<file path="src/sv/rrts_pkg.sv">
// ----------------------------------------------------------------------------
// rrts_pkg: shared definitions for the round-robin task scheduler
// Opcodes, sequencer states, field widths and default sizes.
// ----------------------------------------------------------------------------
package rrts_pkg;

	localparam int NUM_TASKS_DEF = 5;
	localparam int OP_W          = 2;
	localparam int WORD_W        = 32;
	localparam int TASK_W        = 4;
	localparam logic [WORD_W-1:0] SP_FRAME = 32'd64;

	typedef enum logic [OP_W-1:0] {
		OP_TICK  = 2'd0,
		OP_DELAY = 2'd1,
		OP_LOAD  = 2'd2,
		OP_START = 2'd3
	} op_t;

	typedef enum logic [3:0] {
		ST_IDLE,
		ST_TICK,
		ST_WAKE,
		ST_DELAY,
		ST_LOAD,
		ST_START,
		ST_SAVE,
		ST_PICK,
		ST_READ,
		ST_RESP
	} state_t;

endpackage

</file>
<file path="src/sv/rrts_ram.sv">
// ----------------------------------------------------------------------------
// rrts_ram: generic single-write, single-read RAM
// One write port and one read port; the read data is registered.
// ----------------------------------------------------------------------------
module rrts_ram #(
	parameter int WIDTH = rrts_pkg::WORD_W,
	parameter int DEPTH = rrts_pkg::NUM_TASKS_DEF
) (
	input  logic                     clk,
	input  logic                     we,
	input  logic [$clog2(DEPTH)-1:0] waddr,
	input  logic [WIDTH-1:0]         wdata,
	input  logic [$clog2(DEPTH)-1:0] raddr,
	output logic [WIDTH-1:0]         rdata
);

	logic [WIDTH-1:0] mem_q [DEPTH];

	always_ff @(posedge clk) begin
		if (we) begin
			mem_q[waddr] <= wdata;
		end
		rdata <= mem_q[raddr];
	end

endmodule

</file>
<file path="src/sv/round_robin_task_scheduler.sv">
// ----------------------------------------------------------------------------
// round_robin_task_scheduler: hardware round-robin task scheduler
// Keeps saved stack pointers, ready flags and wake ticks for a set of task
// slots and picks the next task on each tick, delay or start.
// ----------------------------------------------------------------------------
// The input channel carries one command per transaction: a tick, a delay of
// the current task, a stack load for one slot, or a start. Every input
// transaction produces exactly one output transaction with the task to run
// next, its saved stack pointer and a flag telling whether a switch happened.
// Commands are handled one at a time by a small sequencer; in_ready is high
// only while it is idle.
// A tick goes from ST_TICK to ST_WAKE, which reads the wake tick of every
// slot but slot 0 from the wake-tick RAM and compares it with the tick
// counter, then through ST_SAVE to the round-robin search in ST_PICK, one
// candidate slot per cycle, and on to ST_READ and ST_RESP. A delay runs
// ST_DELAY, ST_SAVE, ST_PICK, ST_READ and ST_RESP, a load or a start its own
// state and then ST_READ and ST_RESP, and a delay from the idle task only
// ST_READ and ST_RESP.
// Reset clears all ready flags, selects task 1 and zeroes the tick counter.
// The stack pointer and wake-tick RAMs are not cleared.
// The result sits in an output register; the next command is accepted while
// it waits, and the sequencer holds its following result until it is taken.
// ----------------------------------------------------------------------------
module round_robin_task_scheduler #(
	parameter int NUM_TASKS = rrts_pkg::NUM_TASKS_DEF
) (
	input  logic                        clk,
	input  logic                        arst_n,
	input  logic                        in_valid,
	output logic                        in_ready,
	input  logic [rrts_pkg::OP_W-1:0]   opcode,
	input  logic [rrts_pkg::WORD_W-1:0] delay_ticks,
	input  logic [rrts_pkg::WORD_W-1:0] running_sp,
	input  logic [rrts_pkg::TASK_W-1:0] task_index,
	input  logic [rrts_pkg::WORD_W-1:0] stack_top,
	output logic                        out_valid,
	input  logic                        out_ready,
	output logic [rrts_pkg::TASK_W-1:0] next_task,
	output logic [rrts_pkg::WORD_W-1:0] next_sp,
	output logic                        switched
);

	import rrts_pkg::*;

	localparam int IW = $clog2(NUM_TASKS);
	localparam int CW = $clog2(NUM_TASKS + 1);

	state_t state_q, state_d;

	logic [WORD_W-1:0]    delay_q;
	logic [WORD_W-1:0]    rsp_q;
	logic [TASK_W-1:0]    idx_q;
	logic [WORD_W-1:0]    top_q;
	logic                 sw_q;

	logic [NUM_TASKS-1:0] ready_q;
	logic [IW-1:0]        current_q;
	logic [WORD_W-1:0]    tick_q;

	logic [CW-1:0]        scan_q;
	logic [IW-1:0]        cmp_idx_s1;
	logic                 cmp_vld_s1;
	logic [IW-1:0]        pick_q;
	logic [CW-1:0]        steps_q;

	logic                 out_valid_q;
	logic [TASK_W-1:0]    next_task_q;
	logic [WORD_W-1:0]    next_sp_q;
	logic                 switched_q;

	logic                 in_acc;
	logic                 scan_done;
	logic                 idx_ok;
	logic [IW-1:0]        cand;
	logic                 hit;
	logic                 pick_last;
	logic                 out_free;

	logic                 sp_we;
	logic [IW-1:0]        sp_waddr;
	logic [WORD_W-1:0]    sp_wdata;
	logic [WORD_W-1:0]    sp_rdata;
	logic                 wk_we;
	logic [IW-1:0]        wk_raddr;
	logic [WORD_W-1:0]    wk_rdata;

	assign in_acc    = in_valid && in_ready;
	assign scan_done = (scan_q == CW'(NUM_TASKS));
	assign idx_ok    = ({1'b0, idx_q} < (TASK_W + 1)'(NUM_TASKS));
	assign cand      = (pick_q == IW'(NUM_TASKS - 1)) ? '0 : pick_q + 1'b1;
	assign hit       = (cand != '0) && ready_q[cand];
	assign pick_last = (steps_q == CW'(NUM_TASKS - 1));
	assign out_free  = !out_valid_q || out_ready;

	always_comb begin
		state_d = state_q;
		unique case (state_q)
			ST_IDLE: begin
				if (in_valid) begin
					unique case (op_t'(opcode))
						OP_TICK:  state_d = ST_TICK;
						OP_DELAY: state_d = (current_q == '0) ? ST_READ : ST_DELAY;
						OP_LOAD:  state_d = ST_LOAD;
						OP_START: state_d = ST_START;
					endcase
				end
			end
			ST_TICK:  state_d = ST_WAKE;
			ST_WAKE:  state_d = scan_done ? ST_SAVE : ST_WAKE;
			ST_DELAY: state_d = ST_SAVE;
			ST_LOAD:  state_d = ST_READ;
			ST_START: state_d = ST_READ;
			ST_SAVE:  state_d = ST_PICK;
			ST_PICK:  state_d = (hit || pick_last) ? ST_READ : ST_PICK;
			ST_READ:  state_d = ST_RESP;
			ST_RESP:  state_d = out_free ? ST_IDLE : ST_RESP;
			default:  state_d = ST_IDLE;
		endcase
	end

	always_comb begin
		in_ready = (state_q == ST_IDLE);
		sp_we    = 1'b0;
		sp_waddr = current_q;
		sp_wdata = rsp_q;
		wk_we    = (state_q == ST_DELAY);
		wk_raddr = scan_done ? '0 : scan_q[IW-1:0];
		unique case (state_q)
			ST_SAVE: begin
				sp_we = 1'b1;
			end
			ST_LOAD: begin
				sp_we    = idx_ok;
				sp_waddr = idx_q[IW-1:0];
				sp_wdata = top_q - SP_FRAME;
			end
			default: begin
			end
		endcase
	end

	rrts_ram #(
		.WIDTH(WORD_W),
		.DEPTH(NUM_TASKS)
	) u_sp_ram (
		.clk  (clk),
		.we   (sp_we),
		.waddr(sp_waddr),
		.wdata(sp_wdata),
		.raddr(current_q),
		.rdata(sp_rdata)
	);

	rrts_ram #(
		.WIDTH(WORD_W),
		.DEPTH(NUM_TASKS)
	) u_wake_ram (
		.clk  (clk),
		.we   (wk_we),
		.waddr(current_q),
		.wdata(tick_q + delay_q),
		.raddr(wk_raddr),
		.rdata(wk_rdata)
	);

	always_ff @(posedge clk) begin
		if (in_acc) begin
			delay_q <= delay_ticks;
			rsp_q   <= running_sp;
			idx_q   <= task_index;
			top_q   <= stack_top;
			sw_q    <= !((op_t'(opcode) == OP_LOAD) ||
				((op_t'(opcode) == OP_DELAY) && (current_q == '0)));
		end
		if (state_q == ST_SAVE) begin
			pick_q  <= current_q;
			steps_q <= '0;
		end else if (state_q == ST_PICK) begin
			pick_q  <= cand;
			steps_q <= steps_q + 1'b1;
		end
		cmp_idx_s1 <= scan_q[IW-1:0];
		if ((state_q == ST_RESP) && out_free) begin
			next_task_q <= TASK_W'(current_q);
			next_sp_q   <= sw_q ? sp_rdata : '0;
			switched_q  <= sw_q;
		end
	end

	always_ff @(posedge clk or negedge arst_n) begin
		if (!arst_n) begin
			state_q     <= ST_IDLE;
			ready_q     <= '0;
			current_q   <= IW'(1);
			tick_q      <= '0;
			scan_q      <= '0;
			cmp_vld_s1  <= 1'b0;
			out_valid_q <= 1'b0;
		end else begin
			state_q <= state_d;
			unique case (state_q)
				ST_TICK: begin
					tick_q     <= tick_q + 1'b1;
					scan_q     <= CW'(1);
					cmp_vld_s1 <= 1'b0;
				end
				ST_WAKE: begin
					cmp_vld_s1 <= !scan_done;
					if (!scan_done) begin
						scan_q <= scan_q + 1'b1;
					end
					if (cmp_vld_s1 && !ready_q[cmp_idx_s1] && (wk_rdata == tick_q)) begin
						ready_q[cmp_idx_s1] <= 1'b1;
					end
				end
				ST_DELAY: begin
					ready_q[current_q] <= 1'b0;
				end
				ST_LOAD: begin
					if (idx_ok) begin
						ready_q[idx_q[IW-1:0]] <= 1'b1;
					end
				end
				ST_START: begin
					current_q <= IW'(1);
				end
				ST_PICK: begin
					if (hit) begin
						current_q <= cand;
					end else if (pick_last) begin
						current_q <= '0;
					end
				end
				default: begin
				end
			endcase
			if ((state_q == ST_RESP) && out_free) begin
				out_valid_q <= 1'b1;
			end else if (out_ready) begin
				out_valid_q <= 1'b0;
			end
		end
	end

	assign out_valid = out_valid_q;
	assign next_task = next_task_q;
	assign next_sp   = next_sp_q;
	assign switched  = switched_q;

	a_no_switch_zero_sp: assert property (@(posedge clk) disable iff (!arst_n)
		out_valid && !switched |-> next_sp == '0)
		else $error("Result without a switch carries a nonzero stack pointer.");

	a_task_in_range: assert property (@(posedge clk) disable iff (!arst_n)
		out_valid |-> {1'b0, next_task} < (TASK_W + 1)'(NUM_TASKS))
		else $error("Result names a task slot that does not exist.");

	a_busy_after_accept: assert property (@(posedge clk) disable iff (!arst_n)
		in_valid && in_ready |=> !in_ready)
		else $error("Scheduler took a second transaction while busy.");

	a_current_in_range: assert property (@(posedge clk) disable iff (!arst_n)
		{1'b0, current_q} < (IW + 1)'(NUM_TASKS))
		else $error("Current task index left the slot range.");

endmodule
</file>
<file path="config.mk">
export PLATFORM = sky130hd
export DESIGN_NAME = round_robin_task_scheduler
export DESIGN_NICKNAME = d
export VERILOG_FILES = /design/src/sv/rrts_pkg.sv /design/src/sv/rrts_ram.sv /design/src/sv/round_robin_task_scheduler.sv
export SDC_FILE = /design/constraint.sdc
export NUM_CORES = 1
export LEC_CHECK = 0
export ABC_AREA = 1
export BUFFER_PORTS_ARGS = -buffer_cell sky130_fd_sc_hd__buf_4
export CORE_MARGIN = 2
export CORE_UTILIZATION = 65
export CTS_CLUSTER_SIZE = 24
export DETAILED_ROUTE_END_ITERATION = 6
export PLACE_DENSITY = 0.84
export SYNTH_ARGS = -nofsm -noshare
export SYNTH_HDL_FRONTEND = slang
export SYNTH_HIERARCHICAL = 1
export SYNTH_SLANG_ARGS = --single-unit
export TNS_END_PERCENT = 100
</file>
<file path="constraint.sdc">
create_clock -name clk -period 17.95 [get_ports clk]
set_clock_uncertainty 0.05 [all_clocks]
set_input_delay 0 -clock clk [delete_from_list [all_inputs] [get_ports clk]]
set_output_delay 0 -clock clk [all_outputs]
set_load 0.02 [all_outputs]
</file>
==> impl_metrics.json, run 1 <==
{
  "synth_edf_count": 460,
  "antenna_found_initial": 2,
  "synthMuxAreaShare_pct": 0,
  "path_clk_slew_ns": 0.07,
  "drt_pre_antenna_iters": 7,
  "root_buffer": "clkbuf_16",
  "vias_per_cell": 5.62,
  "r2r_slack_ns": 14.84,
  "cts_sinks": 579,
  "synth_area_per_cell_um2": 9.75,
  "synth_xor_area_share_pct": 2.37,
  "synthArstFlopShare_pct": 8.46,
  "fill_cells": 2410,
  "fin_cells": 3495,
  "num_rows": 73,
  "critical_path_class": "reg -> reg",
  "seq_area_frac_synth_pct": 63.5,
  "design_area_um2": 30300,
  "placed_area_um2": 27400,
  "cp.arrival_ns": 3.29,
  "crit_path_end_kind": "register",
  "fin_hold_ws_ns": 0.0537,
  "portBuffers": 143,
  "worst_slew_pin_slew_ns": 1.35,
  "drive_gt1_share_pct": 9.80,
  "grt_use_total_pct": 33.8,
  "fin_nets": 3069,
  "worstHoldPathType": "in -> reg",
  "syn_inst": 2658,
  "r2r_cells": 6,
  "status": "complete, but fails checks",
  "synth_cell_types": 47,
  "violations": "DRC",
  "p_leak_nw": 13.7,
  "required_ns": 18.13,
  "finalSetupTns_ns": 0,
  "synth_compound_area_share_pct": 3.30,
  "period_share_pct": 17.4,
  "initial_core_util_pct": 65.5,
  "netlist_area_um2": 25900,
  "grt_max_degree": 76,
  "yosys_warnings": 6,
  "min_period_ns": 3.11,
  "core_region_area_um2": 39500,
  "power.density_nw_per_um2": 133,
  "ios": 145,
  "fp.dieArea_um2": 41500,
  "synth_fa_ha_area_share_pct": 1.96,
  "crit_slowest_cell": "buf_4",
  "place.gp.congestion": 0.998,
  "synth_ff_type": "edfxtp_1",
  "vdd_drop_max_uv": 83.1,
  "postCtsHoldBufs": 109,
  "reg2reg_from": "state_q[0]",
  "clock_path_buffers": 3,
  "htree_levels": 2,
  "finalMaxSlewViolations": 0,
  "cp-startpoint": "state_q[0]",
  "max_freq_ghz": 0.321,
  "dpl.hpwl_um": 42100,
  "slew_headroom_pct": 9.67,
  "first_iter_violations": 2118,
  "wl_um": 69600,
  "hold_start": "running_sp[15]",
  "crit_end": "rsp_q[27]",
  "drc_errors": 1,
  "place_inst": 3281,
  "start_kind": "register",
  "grt_pass1_vias": 19800,
  "rsz0062_at_grt": "false",
  "worstSkewPairLatency_ns": 0.62,
  "maxCapViolations": 0,
  "post_drt_wl_per_cell_um": 19.9,
  "worstReg2RegEnd": "rsp_q[27]",
  "hold_violations": 0,
  "ant_nets": 0,
  "die_h_um": 204,
  "grt_overflow": 0,
  "fin_util_pct": 76.7,
  "grt_pass1_wl_um": 106000,
  "synthSimpleGateAreaFrac_pct": 20.6,
  "path_cells": "nor2_1 -> inv_1 -> nor2_1 -> inv_1 -> nor2_4 -> buf_4",
  "post_cts.repair.setup_buffers": 0,
  "syn2layout_area_growth_pct": 17.1,
  "post_cts_resized": 0,
  "numCtsBuffers": 56,
  "via_count": 19600,
  "finalSetupViolCount": 0,
  "crit_path_max_incr_delay_ns": 0.95,
  "critPathMaxFanout": 75,
  "synthesis.nets": 2804,
  "synth_top_family_by_area": "simple AND/OR/NAND/NOR gates",
  "ys_seq_elements": 579,
  "cts_tree": "yes",
  "die_w_um": 204
}
## how the worst min path moves through the flow
stage	slack, ns	cells past startpoint	end
floorplan	-0.35	0	cmp_vld_s1
global placement	0.02	1	current_q[1]
detailed placement	0.03	1	out_valid
CTS	0.03	2	delay_q[9]
global route	0.04	2	top_q[17]
finish	0.05	2	rsp_q[15]
## per-layer routing
| layer | vias to the layer above | wire length (um) | global-route usage (%) |
|---|---|---|---|
| met2 | 1069 | 35400 | 60.3 |
| met4 | 2 | 3890 | 18.8 |
| met1 | 9257 | 24700 | 38.3 |
| li1 | 9039 | - | - |
| met5 | - | 13 | 0 |
| met3 | 262 | 5640 | 6.33 |
## cells by family after synthesis
kind of cell               count (synthesis)
other                                      1
AOI/OAI and AO/OA                        156
and+or+nand+nor                         1290
DFF                                      579
buffers and inverters                    522
adders and majority gates                 40
xor gates and xnor gates                  70
## state kept, by name (all words and copies together) (netlist names)
signal,flops
u_sp_ram/mem_q,160
switched,1
cmp_vld_s1,1
delay_q,32
next_task,3
out_valid,1
top_q,32
u_sp_ram/rdata,32
pick_q,3
u_wake_ram/mem_q,160
rsp_q,32
idx_q,4
ready_q,5
cmp_idx_s1,3
tick_q,32
steps_q,3
state_q,4
u_wake_ram/rdata,32
scan_q,3
sw_q,1
current_q,3
next_sp,32
## metrics by stage
step	setup slack [ns]	power [mW]
final	14.84	4.03
after global routing	14.57	4.20
after CTS	14.89	3.99
after detailed placement	14.89	2.83
after global placement	15.00	2.78
after floorplan	12.00	2.53
## placed cells by master, fill, tap and decap left out, drive strengths merged, types with 7 or more instances in the layout
master       synthesis  routed
a21oi               48      48
a31oi                9       9
buf                 55     167
clkbuf              13      71
clkinv               0      27
dfrtp               48      48
dfxtp               70      70
dlygate4sd3          0     108
edfxtp             460     460
ha                  39      39
inv                454     454
nand2              882     882
nand3              193     193
nand4               28      28
nor2               142     142
nor3                30      30
o21ai               76      76
o21bai               7       7
xnor2               18      18
xor2                52      52
## critical path, delay by kind of cell (launching register included)
kind | cells | cell delay [ns]
buffers and inverters | 3 | 1.14
and+or+nand+nor | 3 | 1.04
DFF | 1 | 0.44
## cell usage after synthesis (31+ instances only)
master    instances  area share [%]
dfxtp_1          70             5.4
nand3_1         192             3.7
ha_1             39             1.9
xor2_1           52             1.8
dfrtp_1          48             4.6
inv_1           450             6.5
o21ai_0          73             1.4
a21oi_1          48            0.93
nor2_1          132             1.9
buf_2            31            0.60
edfxtp_1        460              53
nand2_1         878              13
## where the power goes
part / internal [mW] / switching (mW)
Clock: 0.645 / 0.508
Combinational: 0.294 / 0.725
Sequential: 1.74 / 0.118
Total: 2.68 / 1.35
## final cells by class
type	count	area [um^2]	share of cell area, %
Antenna cell	1	2.50	0.00825
Clock buffer	71	1490	4.91
Clock inverter	33	287	0.945
Inverter	454	1700	5.62
Multi-Input combinational cell	1557	7390	24.4
Sequential cell	579	16400	54.2
Tap cell	525	657	2.17
Timing Repair Buffer	275	2350	7.76
(Power assumes the default switching activity.)
==> inputs of run 2 (changes only) <==
- CORE_UTILIZATION: 65 -> 61
- PLACE_DENSITY: 0.84 -> 0.8
- clock period: 17.95 -> 2.9 ns (I/O delays scaled with it)
==> run 2 against run 1 <==
  * The run still ends with DRC left
  * Worst hold slack worse by 0.016 ns
  * Non-clock buffer count is 17 higher
  * Global-route usage is 2.4 points lower
  * Critical path depth is 5 higher
==> impl_metrics.json, run 2 (same netlist as run 1, synthesis figures left out) <==
{
  "status": "complete, but fails checks",
  "violations": "DRC",
  "core_region_area_um2": 41900,
  "cts_tree": "yes",
  "critPathMaxFanout": 7,
  "dp_worst_setup_slack_ns": 0.360,
  "clock_path_buffers": 3,
  "wl_um": 68800,
  "root_buffer": "clkbuf_16",
  "fin_ws_ns": 0.295,
  "required_ns": 3.26,
  "cp.arrival_ns": 2.97,
  "htree_levels": 2,
  "ios": 145,
  "finalMaxSlewViolations": 0,
  "path_cells": "ha_1 -> fa_1 -> nand3_1 -> nand2_1 -> nand4_1 -> nand2_1 -> nand2_1 -> nand2_1 -> nand2_1 -> nand2_1 -> xor2_1",
  "slew_headroom_pct": 41.4,
  "grt_pass1_vias": 19500,
  "hold_start": "delay_ticks[20]",
  "path_clk_slew_ns": 0.07,
  "drt_pre_antenna_iters": 7,
  "power.density_nw_per_um2": 824,
  "start_kind": "register",
  "mostFrequentLayoutCells": "nand2_1, edfxtp_1, inv_1, nand3_1, buf_4",
  "path_common_cell": "nand2_1",
  "critical_path_class": "reg -> reg",
  "grt_overflow": 0,
  "numCtsBuffers": 57,
  "crit_slowest_cell": "dfrtp_1",
  "drive_gt1_share_pct": 10.6,
  "finalPower_mw": 25.3,
  "period_share_pct": 89.8,
  "rsz0062_at_grt": "false",
  "ant_nets": 0,
  "p_leak_nw": 13.9,
  "maxCapViolations": 0,
  "max_freq_ghz": 0.384,
  "finalSetupTns_ns": 0,
  "crit_path_end_kind": "register",
  "fp.dieArea_um2": 44100,
  "num_rows": 75,
  "die_w_um": 210,
  "grt_pass1_wl_um": 105000,
  "via_count": 19500,
  "reg2reg_from": "tick_q[0]",
  "vdd_drop_max_uv": 569,
  "worstSkewPairLatency_ns": 0.63,
  "min_period_ns": 2.60,
  "post_cts_resized": 0,
  "hold_violations": 0,
  "worst_slew_pin_slew_ns": 0.870,
  "die_h_um": 210,
  "fin_cells": 3527,
  "path_delay_family": "simple AND/OR/NAND/NOR gates",
  "grt_use_total_pct": 31.4,
  "post_drt_wl_per_cell_um": 19.5,
  "final_common_cell": "nand2_1",
  "first_iter_violations": 1951,
  "cp_num_buf_inv": 0,
  "antenna_found_initial": 0,
  "place.gp.congestion": 0.994,
  "initial_core_util_pct": 61.8,
  "worstHoldPathType": "in -> reg",
  "top_regs": "u_sp_ram/mem_q x160, u_wake_ram/mem_q x160",
  "grt_max_degree": 102,
  "portBuffers": 143,
  "dpl.hpwl_um": 43200,
  "antennaDiodeCount": 0,
  "finalSetupViolCount": 0,
  "syn2layout_area_growth_pct": 18.7,
  "vias_per_cell": 5.52,
  "place_inst": 3311,
  "fin_nets": 3087,
  "drc_errors": 7,
  "crit_path_max_incr_delay_ns": 0.47,
  "fill_cells": 2849,
  "cp-startpoint": "tick_q[0]",
  "cts_sinks": 579
}
run 2: changes by cell type in the layout (fill, tap and decap cells not counted), moves of 4 or more:
cell / change
nor3_4: +4
clkbuf_8: +8
buf_12: +13
clkinv_1: -7
nor3_2: -4
run 2: power breakdown:
part	switching (mW)	internal [mW]	total [mW]	leakage, nW
Combinational	4.54	1.94	6.48	7.56
Sequential	0.733	10.8	11.5	5.42
Clock	3.18	4.18	7.35	0.906
Total	8.44	16.9	25.3	13.9
run 2: metrics by stage:
| step | hold WS (ns) | instance area [um^2] | util, % |
|---|---|---|---|
| after detailed placement | 0.0432 | 27800 | 66.2 |
| after CTS | 0.0172 | 30800 | 73.3 |
| final | 0.0377 | 30800 | 73.3 |
| after floorplan | -0.346 | 26000 | - |
| after global routing | 0.0436 | 30800 | 73.3 |
| after global placement | 0.0456 | 27800 | 66.2 |
run 2: final timing paths:
path | slack, ns | cells past startpoint | to
max | 0.30 | 11 | u_wake_ram/mem_q[2][20]
min | 0.04 | 2 | delay_q[20]
max reg2reg | 0.30 | 11 | u_wake_ram/mem_q[2][20]
min reg2reg | 0.39 | 2 | u_wake_ram/rdata[12]
max in group asynchronous | 1.99 | 4 | tick_q[8]
min in group asynchronous | 0.48 | 3 | current_q[0]
run 2: per-layer routing:
layer / part of all wire [%] / vias to the layer above / track usage [%] / wire length, um
li1: - / 9091 / - / -
met1: 38 / 9217 / 38.6 / 26200
met2: 50 / 959 / 55.0 / 34400
met3: 7.5 / 203 / 4.57 / 5160
met4: 4.5 / 0 / 14.6 / 3120
met5: 0 / - / 0 / 0
run 2: what timing repair did:
item / in CTS / in global routing
setup buffers: 0 / 0
hold buffers: 110 / 0
endpoints found under the hold margin: 155 / 0
run 2: cell type report:
type | instances | area, um^2 | share of cell area (%)
multi-input combinational | 1557 | 7440 | 24.2
timing repair buffer | 292 | 2650 | 8.61
tap | 539 | 674 | 2.19
sequential | 579 | 16400 | 53.5
clock inverter | 26 | 226 | 0.736
clock buffer | 80 | 1620 | 5.28
inverter | 454 | 1700 | 5.54
run 2: worst reg2reg max path, cell delays in order, from the launching register on:
cell,delay (ns)
dfrtp_1,0.47
ha_1,0.26
fa_1,0.42
nand3_1,0.09
nand2_1,0.13
nand4_1,0.12
nand2_1,0.16
nand2_1,0.10
nand2_1,0.15
nand2_1,0.10
nand2_1,0.06
xor2_1,0.28
